### src/rtl/ils_pkg.sv
// ----------------------------------------------------------------------------
// ils_pkg: shared types and constants of the indexed list store
// Request and response word layouts, operation codes, default sizes.
// ----------------------------------------------------------------------------
package ils_pkg;

  localparam int DEFAULT_DEPTH      = 16;
  localparam int DEFAULT_VALUE_BITS = 32;

  localparam logic [2:0] OP_INSERT = 3'd0;
  localparam logic [2:0] OP_DELETE = 3'd1;
  localparam logic [2:0] OP_READ   = 3'd2;
  localparam logic [2:0] OP_FIND   = 3'd3;
  localparam logic [2:0] OP_CLEAR  = 3'd4;

  typedef struct packed {
    logic [2:0]         op;
    logic [4:0]         position;
    logic signed [31:0] item_value;
  } in_word_t;

  typedef struct packed {
    logic               status;
    logic signed [31:0] data;
    logic [4:0]         count;
  } out_word_t;

endpackage

### src/rtl/indexed_list_store.sv
// Sequencing: clear, rejected and unknown requests respond without touching storage; read
// fetches one entry; insert and delete shift the entries between position and the top;
// find scans from the top down to the first match, or to the bottom on a miss.
// Throughput: one request in flight; the next is accepted only after the last result is
// passed to the output register, held further by any output stall.
// Reset: rst_n synchronous, active low; empties the list, storage is not cleared.
// ----------------------------------------------------------------------------
// indexed_list_store: ordered list with insert, delete, read, find and clear
// Top level: sequencer, storage and response output register.
// ----------------------------------------------------------------------------
module indexed_list_store #(
  parameter int DEPTH      = ils_pkg::DEFAULT_DEPTH,
  parameter int VALUE_BITS = ils_pkg::DEFAULT_VALUE_BITS
) (
  input  logic               clk,
  input  logic               rst_n,
  input  logic               in_valid,
  output logic               in_ready,
  input  ils_pkg::in_word_t  in_word,
  output logic               out_valid,
  input  logic               out_ready,
  output ils_pkg::out_word_t out_word
);

  localparam int AW = $clog2(DEPTH);
  localparam int CW = $clog2(DEPTH + 1);

  logic                  mem_we;
  logic [AW-1:0]         mem_waddr;
  logic [VALUE_BITS-1:0] mem_wdata;
  logic [AW-1:0]         mem_raddr;
  logic [VALUE_BITS-1:0] mem_rdata;
  logic                  res_valid;
  logic                  res_ready;
  ils_pkg::out_word_t    res_word;
  logic [CW-1:0]         cnt;

  logic                  out_valid_r, out_valid_nxt;
  ils_pkg::out_word_t    out_word_r, out_word_nxt;

  ils_ctrl #(
    .DEPTH      (DEPTH),
    .VALUE_BITS (VALUE_BITS)
  ) u_ctrl (
    .clk       (clk),
    .rst_n     (rst_n),
    .in_valid  (in_valid),
    .in_ready  (in_ready),
    .in_word   (in_word),
    .mem_we    (mem_we),
    .mem_waddr (mem_waddr),
    .mem_wdata (mem_wdata),
    .mem_raddr (mem_raddr),
    .mem_rdata (mem_rdata),
    .res_valid (res_valid),
    .res_ready (res_ready),
    .res_word  (res_word),
    .cnt_o     (cnt)
  );

  ils_ram #(
    .DEPTH (DEPTH),
    .WIDTH (VALUE_BITS)
  ) u_ram (
    .clk   (clk),
    .we    (mem_we),
    .waddr (mem_waddr),
    .wdata (mem_wdata),
    .raddr (mem_raddr),
    .rdata (mem_rdata)
  );

  assign res_ready = !out_valid_r || out_ready;
  assign out_valid = out_valid_r;
  assign out_word  = out_word_r;

  always_comb begin
    out_valid_nxt = out_valid_r;
    out_word_nxt  = out_word_r;
    if (res_ready) begin
      out_valid_nxt = res_valid;
      if (res_valid) begin
        out_word_nxt = res_word;
      end
    end
  end

  always_ff @(posedge clk) begin
    if (!rst_n) begin
      out_valid_r <= 1'b0;
    end else begin
      out_valid_r <= out_valid_nxt;
    end
    out_word_r <= out_word_nxt;
  end

`ifndef SYNTHESIS
  a_busy_after_accept: assert property (@(posedge clk) disable iff (!rst_n)
    (in_valid && in_ready) |=> !in_ready)
    else $error("request accepted while a request is in flight");

  a_out_from_result: assert property (@(posedge clk) disable iff (!rst_n)
    $rose(out_valid) |-> $past(res_valid))
    else $error("response word raised without a finished request");

  a_count_bound: assert property (@(posedge clk) disable iff (!rst_n)
    cnt <= CW'(DEPTH))
    else $error("entry count exceeds list depth");
`endif

endmodule

### src/rtl/ils_ram.sv
// ----------------------------------------------------------------------------
// ils_ram: list storage
// One write port, one read port with registered read data.
// ----------------------------------------------------------------------------
module ils_ram #(
  parameter int DEPTH = ils_pkg::DEFAULT_DEPTH,
  parameter int WIDTH = ils_pkg::DEFAULT_VALUE_BITS
) (
  input  logic                     clk,
  input  logic                     we,
  input  logic [$clog2(DEPTH)-1:0] waddr,
  input  logic [WIDTH-1:0]         wdata,
  input  logic [$clog2(DEPTH)-1:0] raddr,
  output logic [WIDTH-1:0]         rdata
);

  logic [WIDTH-1:0] mem [DEPTH];

  always_ff @(posedge clk) begin
    if (we) begin
      mem[waddr] <= wdata;
    end
  end

  always_ff @(posedge clk) begin
    rdata <= mem[raddr];
  end

endmodule

### src/rtl/ils_ctrl.sv
// ----------------------------------------------------------------------------
// ils_ctrl: list sequencer
// Walks the storage one entry per step with a single index counter and one
// equality compare: shifts for insert and delete, backward scan for find, one fetch for read.
// ----------------------------------------------------------------------------
module ils_ctrl #(
  parameter int DEPTH      = ils_pkg::DEFAULT_DEPTH,
  parameter int VALUE_BITS = ils_pkg::DEFAULT_VALUE_BITS,
  localparam int AW = $clog2(DEPTH),
  localparam int CW = $clog2(DEPTH + 1)
) (
  input  logic                  clk,
  input  logic                  rst_n,
  input  logic                  in_valid,
  output logic                  in_ready,
  input  ils_pkg::in_word_t     in_word,
  output logic                  mem_we,
  output logic [AW-1:0]         mem_waddr,
  output logic [VALUE_BITS-1:0] mem_wdata,
  output logic [AW-1:0]         mem_raddr,
  input  logic [VALUE_BITS-1:0] mem_rdata,
  output logic                  res_valid,
  input  logic                  res_ready,
  output ils_pkg::out_word_t    res_word,
  output logic [CW-1:0]         cnt_o
);

  localparam int XW = (CW > 5) ? CW : 5;

  typedef enum logic [2:0] {
    S_IDLE,
    S_SHIFT_RD,
    S_SHIFT_WR,
    S_FETCH,
    S_CMP,
    S_DONE
  } state_t;

  state_t                state_r, state_nxt;
  logic [2:0]            op_r, op_nxt;
  logic [XW-1:0]         pos_r, pos_nxt;
  logic [VALUE_BITS-1:0] val_r, val_nxt;
  logic [CW-1:0]         cnt_r, cnt_nxt;
  logic [CW-1:0]         idx_r, idx_nxt;
  logic                  status_r, status_nxt;
  logic signed [31:0]    data_r, data_nxt;

  logic [CW-1:0]         idx_dec;
  logic [CW-1:0]         idx_inc;
  logic [XW-1:0]         in_pos_x;
  logic [XW-1:0]         cnt_x;
  logic [XW-1:0]         idx_x;
  logic [63:0]           in_wide;
  logic signed [63:0]    rd_wide;

  assign idx_dec  = idx_r - 1'b1;
  assign idx_inc  = idx_r + 1'b1;
  assign in_pos_x = XW'(in_word.position);
  assign cnt_x    = XW'(cnt_r);
  assign idx_x    = XW'(idx_r);
  assign in_wide  = 64'(in_word.item_value);
  assign rd_wide  = 64'(signed'(mem_rdata));

  assign in_ready  = (state_r == S_IDLE);
  assign res_valid = (state_r == S_DONE);
  assign cnt_o     = cnt_r;

  always_comb begin
    res_word.status = status_r;
    res_word.data   = data_r;
    res_word.count  = 5'(cnt_r);
  end

  always_comb begin
    state_nxt  = state_r;
    op_nxt     = op_r;
    pos_nxt    = pos_r;
    val_nxt    = val_r;
    cnt_nxt    = cnt_r;
    idx_nxt    = idx_r;
    status_nxt = status_r;
    data_nxt   = data_r;
    mem_we     = 1'b0;
    mem_waddr  = idx_r[AW-1:0];
    mem_wdata  = mem_rdata;
    mem_raddr  = idx_dec[AW-1:0];

    case (state_r)
      S_IDLE: begin
        if (in_valid) begin
          op_nxt     = in_word.op;
          pos_nxt    = in_pos_x;
          val_nxt    = in_wide[VALUE_BITS-1:0];
          status_nxt = 1'b1;
          data_nxt   = '0;
          state_nxt  = S_DONE;
          case (in_word.op)
            ils_pkg::OP_INSERT: begin
              if (in_pos_x <= cnt_x && cnt_r < CW'(DEPTH)) begin
                idx_nxt   = cnt_r;
                state_nxt = S_SHIFT_RD;
              end
            end
            ils_pkg::OP_DELETE: begin
              if (in_pos_x < cnt_x) begin
                idx_nxt   = CW'(in_pos_x);
                state_nxt = S_SHIFT_RD;
              end
            end
            ils_pkg::OP_READ: begin
              if (in_pos_x < cnt_x) begin
                idx_nxt   = CW'(in_pos_x) + 1'b1;
                state_nxt = S_FETCH;
              end
            end
            ils_pkg::OP_FIND: begin
              idx_nxt   = cnt_r;
              state_nxt = S_FETCH;
            end
            ils_pkg::OP_CLEAR: begin
              cnt_nxt    = '0;
              status_nxt = 1'b0;
            end
            default: begin
              status_nxt = 1'b1;
            end
          endcase
        end
      end
      S_SHIFT_RD: begin
        if (op_r == ils_pkg::OP_INSERT) begin
          if (idx_x > pos_r) begin
            mem_raddr = idx_dec[AW-1:0];
            state_nxt = S_SHIFT_WR;
          end else begin
            mem_we     = 1'b1;
            mem_waddr  = pos_r[AW-1:0];
            mem_wdata  = val_r;
            cnt_nxt    = cnt_r + 1'b1;
            status_nxt = 1'b0;
            state_nxt  = S_DONE;
          end
        end else begin
          if (idx_inc < cnt_r) begin
            mem_raddr = idx_inc[AW-1:0];
            state_nxt = S_SHIFT_WR;
          end else begin
            cnt_nxt    = cnt_r - 1'b1;
            status_nxt = 1'b0;
            state_nxt  = S_DONE;
          end
        end
      end
      S_SHIFT_WR: begin
        mem_we    = 1'b1;
        mem_waddr = idx_r[AW-1:0];
        mem_wdata = mem_rdata;
        idx_nxt   = (op_r == ils_pkg::OP_INSERT) ? idx_dec : idx_inc;
        state_nxt = S_SHIFT_RD;
      end
      S_FETCH: begin
        if (idx_r != '0) begin
          mem_raddr = idx_dec[AW-1:0];
          state_nxt = S_CMP;
        end else begin
          state_nxt = S_DONE;
        end
      end
      S_CMP: begin
        if (op_r == ils_pkg::OP_READ) begin
          data_nxt   = rd_wide[31:0];
          status_nxt = 1'b0;
          state_nxt  = S_DONE;
        end else if (mem_rdata == val_r) begin
          data_nxt   = 32'(idx_dec);
          status_nxt = 1'b0;
          state_nxt  = S_DONE;
        end else begin
          idx_nxt   = idx_dec;
          state_nxt = S_FETCH;
        end
      end
      S_DONE: begin
        if (res_ready) begin
          state_nxt = S_IDLE;
        end
      end
      default: begin
        state_nxt = S_IDLE;
      end
    endcase
  end

  always_ff @(posedge clk) begin
    if (!rst_n) begin
      state_r <= S_IDLE;
      cnt_r   <= '0;
    end else begin
      state_r <= state_nxt;
      cnt_r   <= cnt_nxt;
    end
    op_r     <= op_nxt;
    pos_r    <= pos_nxt;
    val_r    <= val_nxt;
    idx_r    <= idx_nxt;
    status_r <= status_nxt;
    data_r   <= data_nxt;
  end

endmodule
### config.mk
export PLATFORM = sky130hd
export DESIGN_NAME = indexed_list_store
export DESIGN_NICKNAME = d
export VERILOG_FILES = /design/src/rtl/ils_pkg.sv /design/src/rtl/indexed_list_store.sv /design/src/rtl/ils_ram.sv /design/src/rtl/ils_ctrl.sv
export SDC_FILE = /design/constraint.sdc
export NUM_CORES = 1
export LEC_CHECK = 0
export ABC_AREA = 0
export ABC_CLOCK_PERIOD_IN_PS = 9200
export BUFFER_PORTS_ARGS = -buffer_cell sky130_fd_sc_hd__buf_2
export CORE_UTILIZATION = 47
export CTS_CLUSTER_DIAMETER = 30
export DETAILED_ROUTE_END_ITERATION = 10
export GPL_TIMING_DRIVEN = 1
export HOLD_SLACK_MARGIN = 0.1
export PLACE_DENSITY_LB_ADDON = 0.05
export SYNTH_ARGS = -nofsm -noshare
export SYNTH_HDL_FRONTEND = slang
export SYNTH_SLANG_ARGS = --single-unit
### constraint.sdc
create_clock -name clk -period 9.2 [get_ports clk]
set_input_delay 0.46 -clock clk [delete_from_list [all_inputs] [get_ports clk]]
set_output_delay 0.46 -clock clk [all_outputs]
set_load 0.01 [all_outputs]
==> results of run 1 <==
## timing repair
action	CTS	global route
hold buffers	40	0
setup buffers	0	0
hold endpoints to repair	40	0
setup endpoints to repair	0	0
## cell families after synthesis
family | share of synthesized area (%)
DFF | 74.8
adders and majority gates | 1.03
and+or+nand+nor | 4.41
AOI/OAI and AO/OA | 5.23
muxes | 11.4
buffers and inverters | 1.58
xor gates and xnor gates | 1.56
## per-layer routing
metal  GRT usage [%]  routed length [um]
met3            4.67                3640
met5               0                   0
met1            33.3               30100
met4            10.8                2160
met2            38.6               32100
## sequential cells by signal, indices dropped and copies added (netlist names)
register	flops
out_valid	1
out_word	38
u_ctrl.cnt_o	5
u_ctrl.state_r	3
u_ram.rdata	32
u_ctrl.data_r	32
u_ram.mem	512
u_ctrl.val_r	32
u_ctrl.idx_r	5
u_ctrl.op_r	3
u_ctrl.status_r	1
u_ctrl.pos_r	5
## Yosys cell counts, types with 7 or more instances
cell type	number	share of area, %
edfxtp_1	628	72
mux2i_1	257	9.8
o22ai_1	131	3.1
nor2_1	54	0.77
clkbuf_1	49	0.70
dfxtp_1	41	3.1
mux2_2	36	1.5
xor2_1	36	1.2
and2_1	32	0.76
or4_1	31	0.88
nand2_1	30	0.43
inv_1	21	0.30
ha_1	20	0.95
nor3_1	20	0.38
a21oi_1	19	0.36
buf_2	15	0.29
o21ai_0	13	0.25
nand3_1	11	0.21
xnor2_1	11	0.37
a31oi_1	8	0.19
nor4_1	8	0.19
buf_4	7	0.20
## how the worst max path moves through the flow
stage	endpoint	cells after the start
2_1_floorplan	u_ram.mem[0][0]$_DFFE_PP_	9
3_3_place_gp	u_ram.rdata[3]$_DFF_P_	11
3_5_place_dp	u_ram.rdata[11]$_DFF_P_	11
4_1_cts	u_ram.rdata[11]$_DFF_P_	11
5_1_grt	u_ram.rdata[12]$_DFF_P_	11
6_report	u_ram.rdata[8]$_DFF_P_	11
## worst max-delay path, stage by stage, from the launching register on
cell and delay, ns:
edfxtp_1 0.92, clkinv_1 0.53, ha_1 0.91, ha_1 0.37, nand2_1 0.07, o21ai_1 0.10
a211oi_4 0.82, xnor2_2 0.45, buf_12 0.73, mux2i_1 0.28, o22ai_1 0.11, or4_1 0.52
## cell type report
| cell class | instances | area (um^2) | share of cell area (%) |
|---|---|---|---|
| well taps | 748 | 936 | 2.86 |
| repair buffers | 156 | 1080 | 3.28 |
| flip-flops and latches | 669 | 19700 | 60.1 |
| clock buffers | 172 | 3750 | 11.4 |
| multi-input cells | 793 | 6380 | 19.5 |
| inverters | 22 | 82.6 | 0.252 |
| clock inverters | 80 | 858 | 2.62 |
## report_power, final
group	internal (mW)	switching, mW	leakage, nW
Combinational	1.76	2.70	3.61
Sequential	4.06	0.230	6.07
Clock	3.27	1.58	2.22
Total	9.09	4.50	11.9
## per-stage QoR
stage,total power [mW],util (%)
after CTS,13.7,59.4
after detailed placement,8.78,50.3
after floorplan,7.52,-
final,13.6,59.4
after global routing,14.2,59.4
after global placement,8.72,50.3
==> results.toml, run 1 <==
[die]
core_um2 = 55200
die-area_um2 = 56900
die_y_um = 239
rows = 86
die_width_um = 239
start_util_pct = 47.7
ios = 84

[sta]
fin_crit_sh_pct = 68.8
finalSetupTns_ns = 0
finClkSkew_ns = 0.0231
finalHoldViolCount = 0
worstMarginPinSlew_ns = 1.31
rsz0062_at_grt = "false"
whs_ns = 0.137
period_needed_ns = 6.33
maxSlewViolCount = 0
fmax_mhz = 158
setup_viol_count_final = 0
finalWorstSetupSlack_ns = 2.87
slew_headroom_pct = 12.6

[placement]
place.gp.congestion = 0.844
place_ws_ns = 3.05
placed_cell_area_um2 = 27800
portBuffers = 83
dp_hpwl_mm = 33.6
place_inst = 2348

[power_and_ir_drop]
power_density_nw_per_um2 = 415
ir_drop_uv = 848
p_leak_nw = 11.9

[cts]
clock_latency_ns = 0.71
cts-resized-gates = 0
cts_max_level = 4
cts_sinks = 669
cts_buffer_depth = 3
clockRootBuffer = "clkbuf_16"
clkSlewWorstSetupHoldPaths_ns = 0.04
cts_tree = "built"
cts_buffers = 137

[layout]
layout.cells.non_filler = 2640
diodes = 0
layout_common_cells = "edfxtp_1 (628), mux2i_1 (257), clkbuf_16 (143)"
final_common_cell = "edfxtp_1"
n_fill_cell = 4162
area_delta_synth_final_pct = 24.5
fin_area_um2 = 32800
drive_gt1_share_pct = 20.7
final_nets = 1844

[logic_synthesis]
synth_edf_count = 628
ys_async_sr_fraction_pct = 0
ys_ff_latch = 669
synth_nets = 1626
ys.flop_type = "edfxtp_1"
synth_area_um2 = 26300
synth_warnings = 0
yosysUniqueCellTypes = 56
synth_area_per_cell_um2 = 16.9
netlist_instances = 1561
ys_seq_area_share_pct = 74.8

[setup_path]
critPathLaunch = "u_ctrl.idx_r[0]$_DFFE_PP_"
cp.arrival_ns = 6.89
rrSetupSlack_ns = 2.87
cp_max_fo = 151
reg2reg_from = "u_ctrl.idx_r[0]$_DFFE_PP_"
critPathKind = "register to register"
r2r-end = "u_ram.rdata[8]$_DFF_P_"
worst_ep_required_time_ns = 9.76
end_kind = "register"
cp-start-kind = "register"
worst-r2r-cell-count = 11

[global_routing]
track_usage_pct = 24.5
overflow = 0
grt_pass1_vias = 14800
grt_max_degree = 152
antenna_found_initial = 1
grt_pass1_wl_mm = 98.3

[worst_hold_path]
hold-path-endpoint = "out_valid$_SDFFE_PN0P_"
min_path_cells = 3
worstHoldPathType = "primary input to register"
min_from = "out_ready"

[routing]
vias = 14800
dr.pass1.iters = 5
drcViolationCount = 0
wl_per_cell_um = 25.7
wl_mm = 68.0
vias_per_cell = 5.62
final_antenna_net_count = 0
drtIter0Drc = 1104

[job]
drv_cap = 0

[outcome]
status = "finished clean"
(Power assumes the default switching activity.)
==> run 2, diff against run 1 <==
--- a/config.mk
+++ b/config.mk
@@ -6,7 +6,7 @@
 export NUM_CORES = 1
 export LEC_CHECK = 0
 export ABC_AREA = 0
-export ABC_CLOCK_PERIOD_IN_PS = 9200
+export ABC_CLOCK_PERIOD_IN_PS = 5800
 export BUFFER_PORTS_ARGS = -buffer_cell sky130_fd_sc_hd__buf_2
 export CORE_UTILIZATION = 47
 export CTS_CLUSTER_DIAMETER = 30
==> constraint.sdc (replaced) <==
create_clock -name clk -period 5.8 [get_ports clk]
set_input_delay 0.29 -clock clk [delete_from_list [all_inputs] [get_ports clk]]
set_output_delay 0.29 -clock clk [all_outputs]
set_load 0.01 [all_outputs]
==> run 2 against run 1 <==
Total power grew 58%. Maximum frequency grew 33%. Worst setup slack got worse by 1.8 ns. Clock skew about the same. Sequential cell count unchanged. Wire length shrank 5.0%. Register-to-register slack worse by 1.8 ns. Clock power increased by 58%. Critical path depth is 1 higher. Die area is the same. Largest cell class unchanged.
==> results.toml, run 2 (same netlist as run 1, synthesis figures left out) <==
[placement]
place_inst = 2346
portBuffers = 83
placed_cell_area_um2 = 27900
place.gp.congestion = 0.874
place_ws_ns = 1.02
dp_hpwl_mm = 35.8

[setup_path]
r2r-end = "u_ram.rdata[9]$_DFF_P_"
cp_max_fo = 100
critPathKind = "register to register"
critPathLaunch = "u_ctrl.idx_r[0]$_DFFE_PP_"
end_kind = "register"
cp.arrival_ns = 5.34
rrSetupSlack_ns = 1.03
worst-r2r-cell-count = 12
reg2reg_from = "u_ctrl.idx_r[0]$_DFFE_PP_"
worst_ep_required_time_ns = 6.36
cp-start-kind = "register"

[layout]
regArea_um2 = 19700
layout_common_cells = "edfxtp_1 (628), mux2i_1 (257), clkbuf_16 (141)"
multi_input_area_um2 = 6380
area_delta_synth_final_pct = 25.0
final_common_cell = "edfxtp_1"
n_fill_cell = 4183
drive_gt1_share_pct = 21.3
utilization_pct = 59.6
top_register = "u_ram.mem"
final_nets = 1846
layout.cells.non_filler = 2640
diodes = 0
largest_register_ffs = 512
fin_area_um2 = 32900

[cts]
cts_sinks = 669
clockRootBuffer = "clkbuf_16"
cts_max_level = 4
post_cts_buffers = 0
cts_buffer_depth = 3
clkSlewWorstSetupHoldPaths_ns = 0.05
cts_buffers = 137
cts_tree = "built"
clock_latency_ns = 0.70
cts-resized-gates = 0

[global_routing]
met2_usage_pct = 35.8
track_usage_pct = 23.2
grt_max_degree = 101
overflow = 0
grt_pass1_wl_mm = 94.0
met1_usage_pct = 32.3
grt_pass1_vias = 14300
grt-busiest-layer = "met2"
antenna_found_initial = 4
use_met3_pct = 5.01

[sta]
finalWorstSetupSlack_ns = 1.03
whs_ns = 0.308
setup_viol_count_final = 0
fmax_mhz = 210
finalHoldViolCount = 0
period_needed_ns = 4.77
rsz0062_at_grt = "false"
worstMarginPinSlew_ns = 1.15
slew_headroom_pct = 22.9
finClkSkew_ns = 0.0234
maxSlewViolCount = 0
finalSetupTns_ns = 0
fin_crit_sh_pct = 82.3

[die]
start_util_pct = 47.7
core_um2 = 55200
rows = 86
die_width_um = 239
die-area_um2 = 56900
die_y_um = 239
ios = 84

[worst_hold_path]
worstHoldPathType = "primary input to register"
min_from = "in_word[4]"
min_path_cells = 2
hold-path-endpoint = "u_ctrl.val_r[4]$_DFFE_PP_"

[power_and_ir_drop]
p_leak_nw = 12.0
finalPower_mw = 21.5
power_density_nw_per_um2 = 654
ir_drop_uv = 981

[routing]
drcViolationCount = 0
vias = 14600
dr.pass1.iters = 6
drtIter0Drc = 1436
vias_per_cell = 5.52
wl_mm = 64.6
wl_per_cell_um = 24.5
final_antenna_net_count = 0

[outcome]
status = "finished clean"

[job]
drv_cap = 0
[run 2: cell type report]
class	count	share of cell area, %
multi-input cells	793	19.4
well taps	748	2.85
inverters	22	0.251
repair buffers	158	3.69
flip-flops and latches	669	59.8
clock buffers	166	11.3
clock inverters	84	2.67
[run 2: where the power goes]
group          internal, mW  switching (mW)
clock                  5.19            2.45
sequential             6.45           0.365
combinational          2.76            4.31
[run 2: metal layers]
metal,vias to the layer above,wire length [um]
li1,6670,-
met1,7376,29400
met2,442,30300
met3,94,3470
met4,0,1390
met5,-,0
[run 2: critical path, cell delays in order (launching register included)]
cell and delay [ns]:
edfxtp_1 0.60, clkinv_1 0.40, ha_1 0.42, ha_1 0.28
nand2_1 0.05, o21ai_1 0.25, a211oi_4 0.10, buf_4 0.23
xnor2_2 0.62, buf_12 0.59, mux2i_1 0.26, o22ai_1 0.15
or4_1 0.56
[run 2: worst max-delay path by stage]
stage	to	slack (ns)	cells after the start
floorplan	u_ram.mem[0][0]$_DFFE_PP_	1.55	9
global placement	u_ram.mem[2][16]$_DFFE_PP_	1.11	8
detailed placement	u_ram.rdata[9]$_DFF_P_	1.02	12
CTS	u_ram.rdata[9]$_DFF_P_	1.04	12
global route	u_ram.rdata[9]$_DFF_P_	0.80	12
finish	u_ram.rdata[9]$_DFF_P_	1.03	12
[run 2: timing repair]
item | 4_1_cts | 5_1_grt
hold endpoints to repair | 49 | 0
hold buffers | 44 | 0
endpoints found under the setup margin | 0 | 0
==> run 3, diff against run 2 <==
--- a/config.mk
+++ b/config.mk
@@ -5,8 +5,8 @@
 export SDC_FILE = /design/constraint.sdc
 export NUM_CORES = 1
 export LEC_CHECK = 0
-export ABC_AREA = 0
-export ABC_CLOCK_PERIOD_IN_PS = 5800
+export ABC_AREA = 1
+export ABC_CLOCK_PERIOD_IN_PS = 4850
 export BUFFER_PORTS_ARGS = -buffer_cell sky130_fd_sc_hd__buf_2
 export CORE_UTILIZATION = 47
 export CTS_CLUSTER_DIAMETER = 30
==> constraint.sdc (replaced) <==
create_clock -name clk -period 4.85 [get_ports clk]
set_input_delay 0.2425 -clock clk [delete_from_list [all_inputs] [get_ports clk]]
set_output_delay 0.2425 -clock clk [all_outputs]
set_load 0.01 [all_outputs]
==> run 3 against run 2 <==
Maximum frequency is 34% higher. Clock skew is 0.0050 ns higher. Hold slack worse by 0.037 ns. Final area is 4.8% higher. Combinational power is 36% higher. Worst setup slack better by 0.27 ns. Sequential cell count stayed put. Critical endpoint is now u_ram.mem[0][27]$_DFFE_PP_. Non-clock buffer count is 29 higher. Sequential power is 22% higher. Critical path depth is 1 lower.
==> results.toml, run 3 <==
[routing]
drcViolationCount = 0
dr.pass1.iters = 6
final_antenna_net_count = 0
vias = 17100
vias_per_cell = 5.38
drtIter0Drc = 1372
wl_per_cell_um = 22.5
wl_mm = 71.9

[cts]
cts_max_level = 4
cts_sinks = 669
cts_buffer_depth = 3
clkSlewWorstSetupHoldPaths_ns = 0.05
cts_tree = "built"
clock_latency_ns = 0.70
cts_buffers = 136
clockRootBuffer = "clkbuf_16"
cts-resized-gates = 0

[power_and_ir_drop]
power_density_nw_per_um2 = 794
ir_drop_uv = 816
p_leak_nw = 13.4

[setup_path]
crit_buf_inv = 2
cp.arrival_ns = 3.85
critPathKind = "register to register"
path_cells = "ha_1 > nand2_1 > inv_1 > o21ai_0 > nand3_1 > nand2_1 > nand3_2 > o21ai_0 > nand3_1 > nor2_4 > buf_4"
max_stage_delay_ns = 0.63
worst_ep_required_time_ns = 5.15
cp-start-kind = "register"
slowest_stage = "buf_4"
cp_max_fo = 32
crit_family = "simple AND/OR/NAND/NOR gates"
end_kind = "register"

[logic_synthesis]
synth_edf_count = 628
ys_seq_area_share_pct = 71.2
yosysUniqueCellTypes = 39
synth_nets = 2154
ys_async_sr_fraction_pct = 0
synth_area_per_cell_um2 = 13.2
post-synth-top-count-cell = "edfxtp_1"
yosys.area.top_type_share_pct = 68.2
synthTopCellsByCount = "edfxtp_1 (628), nand2_1 (424), nand3_1 (280)"
ys_ff_latch = 669
yosysTopAreaCell = "edfxtp_1"
ys_top_cells_by_area = "edfxtp_1 (68%), mux2i_1 (9.3%), nand2_1 (5.8%), nand3_1 (5.1%), dfxtp_1 (3.0%)"
synth_area_um2 = 27600
ys.flop_type = "edfxtp_1"
synth_warnings = 0
netlist_instances = 2089

[global_routing]
grt_max_degree = 138
track_usage_pct = 24.5
grt_pass1_vias = 17000
grt_pass1_wl_mm = 107
overflow = 0
antenna_found_initial = 2

[sta]
finClkSkew_ns = 0.0284
worstMarginPinSlew_ns = 1.23
maxSlewViolCount = 0
slew_headroom_pct = 17.8
setup_viol_count_final = 0
finalSetupTns_ns = 0
period_needed_ns = 3.55
finalWorstSetupSlack_ns = 1.30
fin_crit_sh_pct = 73.2
fmax_mhz = 282
rsz0062_at_grt = "false"
finalHoldViolCount = 0

[die]
rows = 88
die_y_um = 245
core_um2 = 57900
die_width_um = 245
die-area_um2 = 59800
ios = 84
start_util_pct = 47.7

[layout]
drive_gt1_share_pct = 16.5
final_nets = 2376
final_common_cell = "edfxtp_1"
layout_common_cells = "edfxtp_1 (628), nand2_1 (421), nand3_1 (278)"
diodes = 0
area_delta_synth_final_pct = 24.7
top_register = "u_ram.mem"
largest_register_ffs = 512

[worst_hold_path]
worstHoldPathType = "primary input to register"

[placement]
portBuffers = 83
place.gp.congestion = 0.848
place_ws_ns = 1.33
dp_hpwl_mm = 37.6

[outcome]
status = "finished clean"

[job]
drv_cap = 0
run 3: cell type report:
cell class | instances | area, um^2
fillers | 4525 | 23400
flip-flops and latches | 669 | 19700
multi-input cells | 1219 | 7270
clock buffers | 171 | 3800
repair buffers | 187 | 1430
clock inverters | 79 | 962
well taps | 765 | 957
inverters | 98 | 368
run 3: path summary, 6_finish.rpt:
path                                   start                    endpoint  slack [ns]  depth (start not counted)
max                u_ctrl.idx_r[2]$_DFFE_PP_  u_ram.mem[0][27]$_DFFE_PP_        1.30                         11
min                              in_word[23]  u_ctrl.val_r[23]$_DFFE_PP_        0.27                          2
max reg2reg        u_ctrl.idx_r[2]$_DFFE_PP_  u_ram.mem[0][27]$_DFFE_PP_        1.30                         11
min reg2reg  u_ctrl.data_r[17]$_SDFFCE_PN0P_      out_word[22]$_DFFE_PP_        0.41                          0
run 3: repair_timing:
action                    4_1_cts  5_1_grt
buffers inserted                0        0
hold buffers                   44        0
hold endpoints to repair       50        0
run 3: layer usage:
| metal | wire (um) | vias to the layer above | GRT usage, % |
|---|---|---|---|
| met4 | 1840 | 0 | 9.69 |
| met2 | 31900 | 620 | 36.6 |
| met5 | 0 | - | 0 |
| met1 | 33200 | 8388 | 35.2 |
| met3 | 4920 | 145 | 5.05 |
| li1 | - | 7989 | - |
run 3: kinds of logic after synthesis:
family | count (synthesis) | share of synthesized area (%)
XOR/XNOR | 32 | 1.01
AO/OA/AOI/OAI | 83 | 1.65
flip-flops | 669 | 71.2
adder cells (fa/ha/maj) | 21 | 0.978
AND/OR/NAND/NOR | 826 | 12.7
multiplexers | 257 | 9.31
buffers and inverters | 201 | 3.17
run 3: metrics by stage:
stage | util [%] | area [um^2] | hold WS, ns | power [mW] | instances
finish | 59.5 | 34500 | 0.271 | 27.4 | 3188
CTS | 59.5 | 34500 | 0.228 | 27.5 | 3187
detailed placement | 50.5 | 29300 | 0.405 | 17.9 | 2893
floorplan | - | 27600 | 0.341 | 14.6 | 2089
global route | 59.5 | 34500 | 0.270 | 28.8 | 3188
global placement | 50.5 | 29300 | 0.401 | 17.8 | 2893
run 3: report_power, final:
group	internal [mW]	switching [mW]	total, mW
registers	7.85	0.461	8.31
logic	2.92	6.66	9.58
clock network	6.53	2.96	9.49
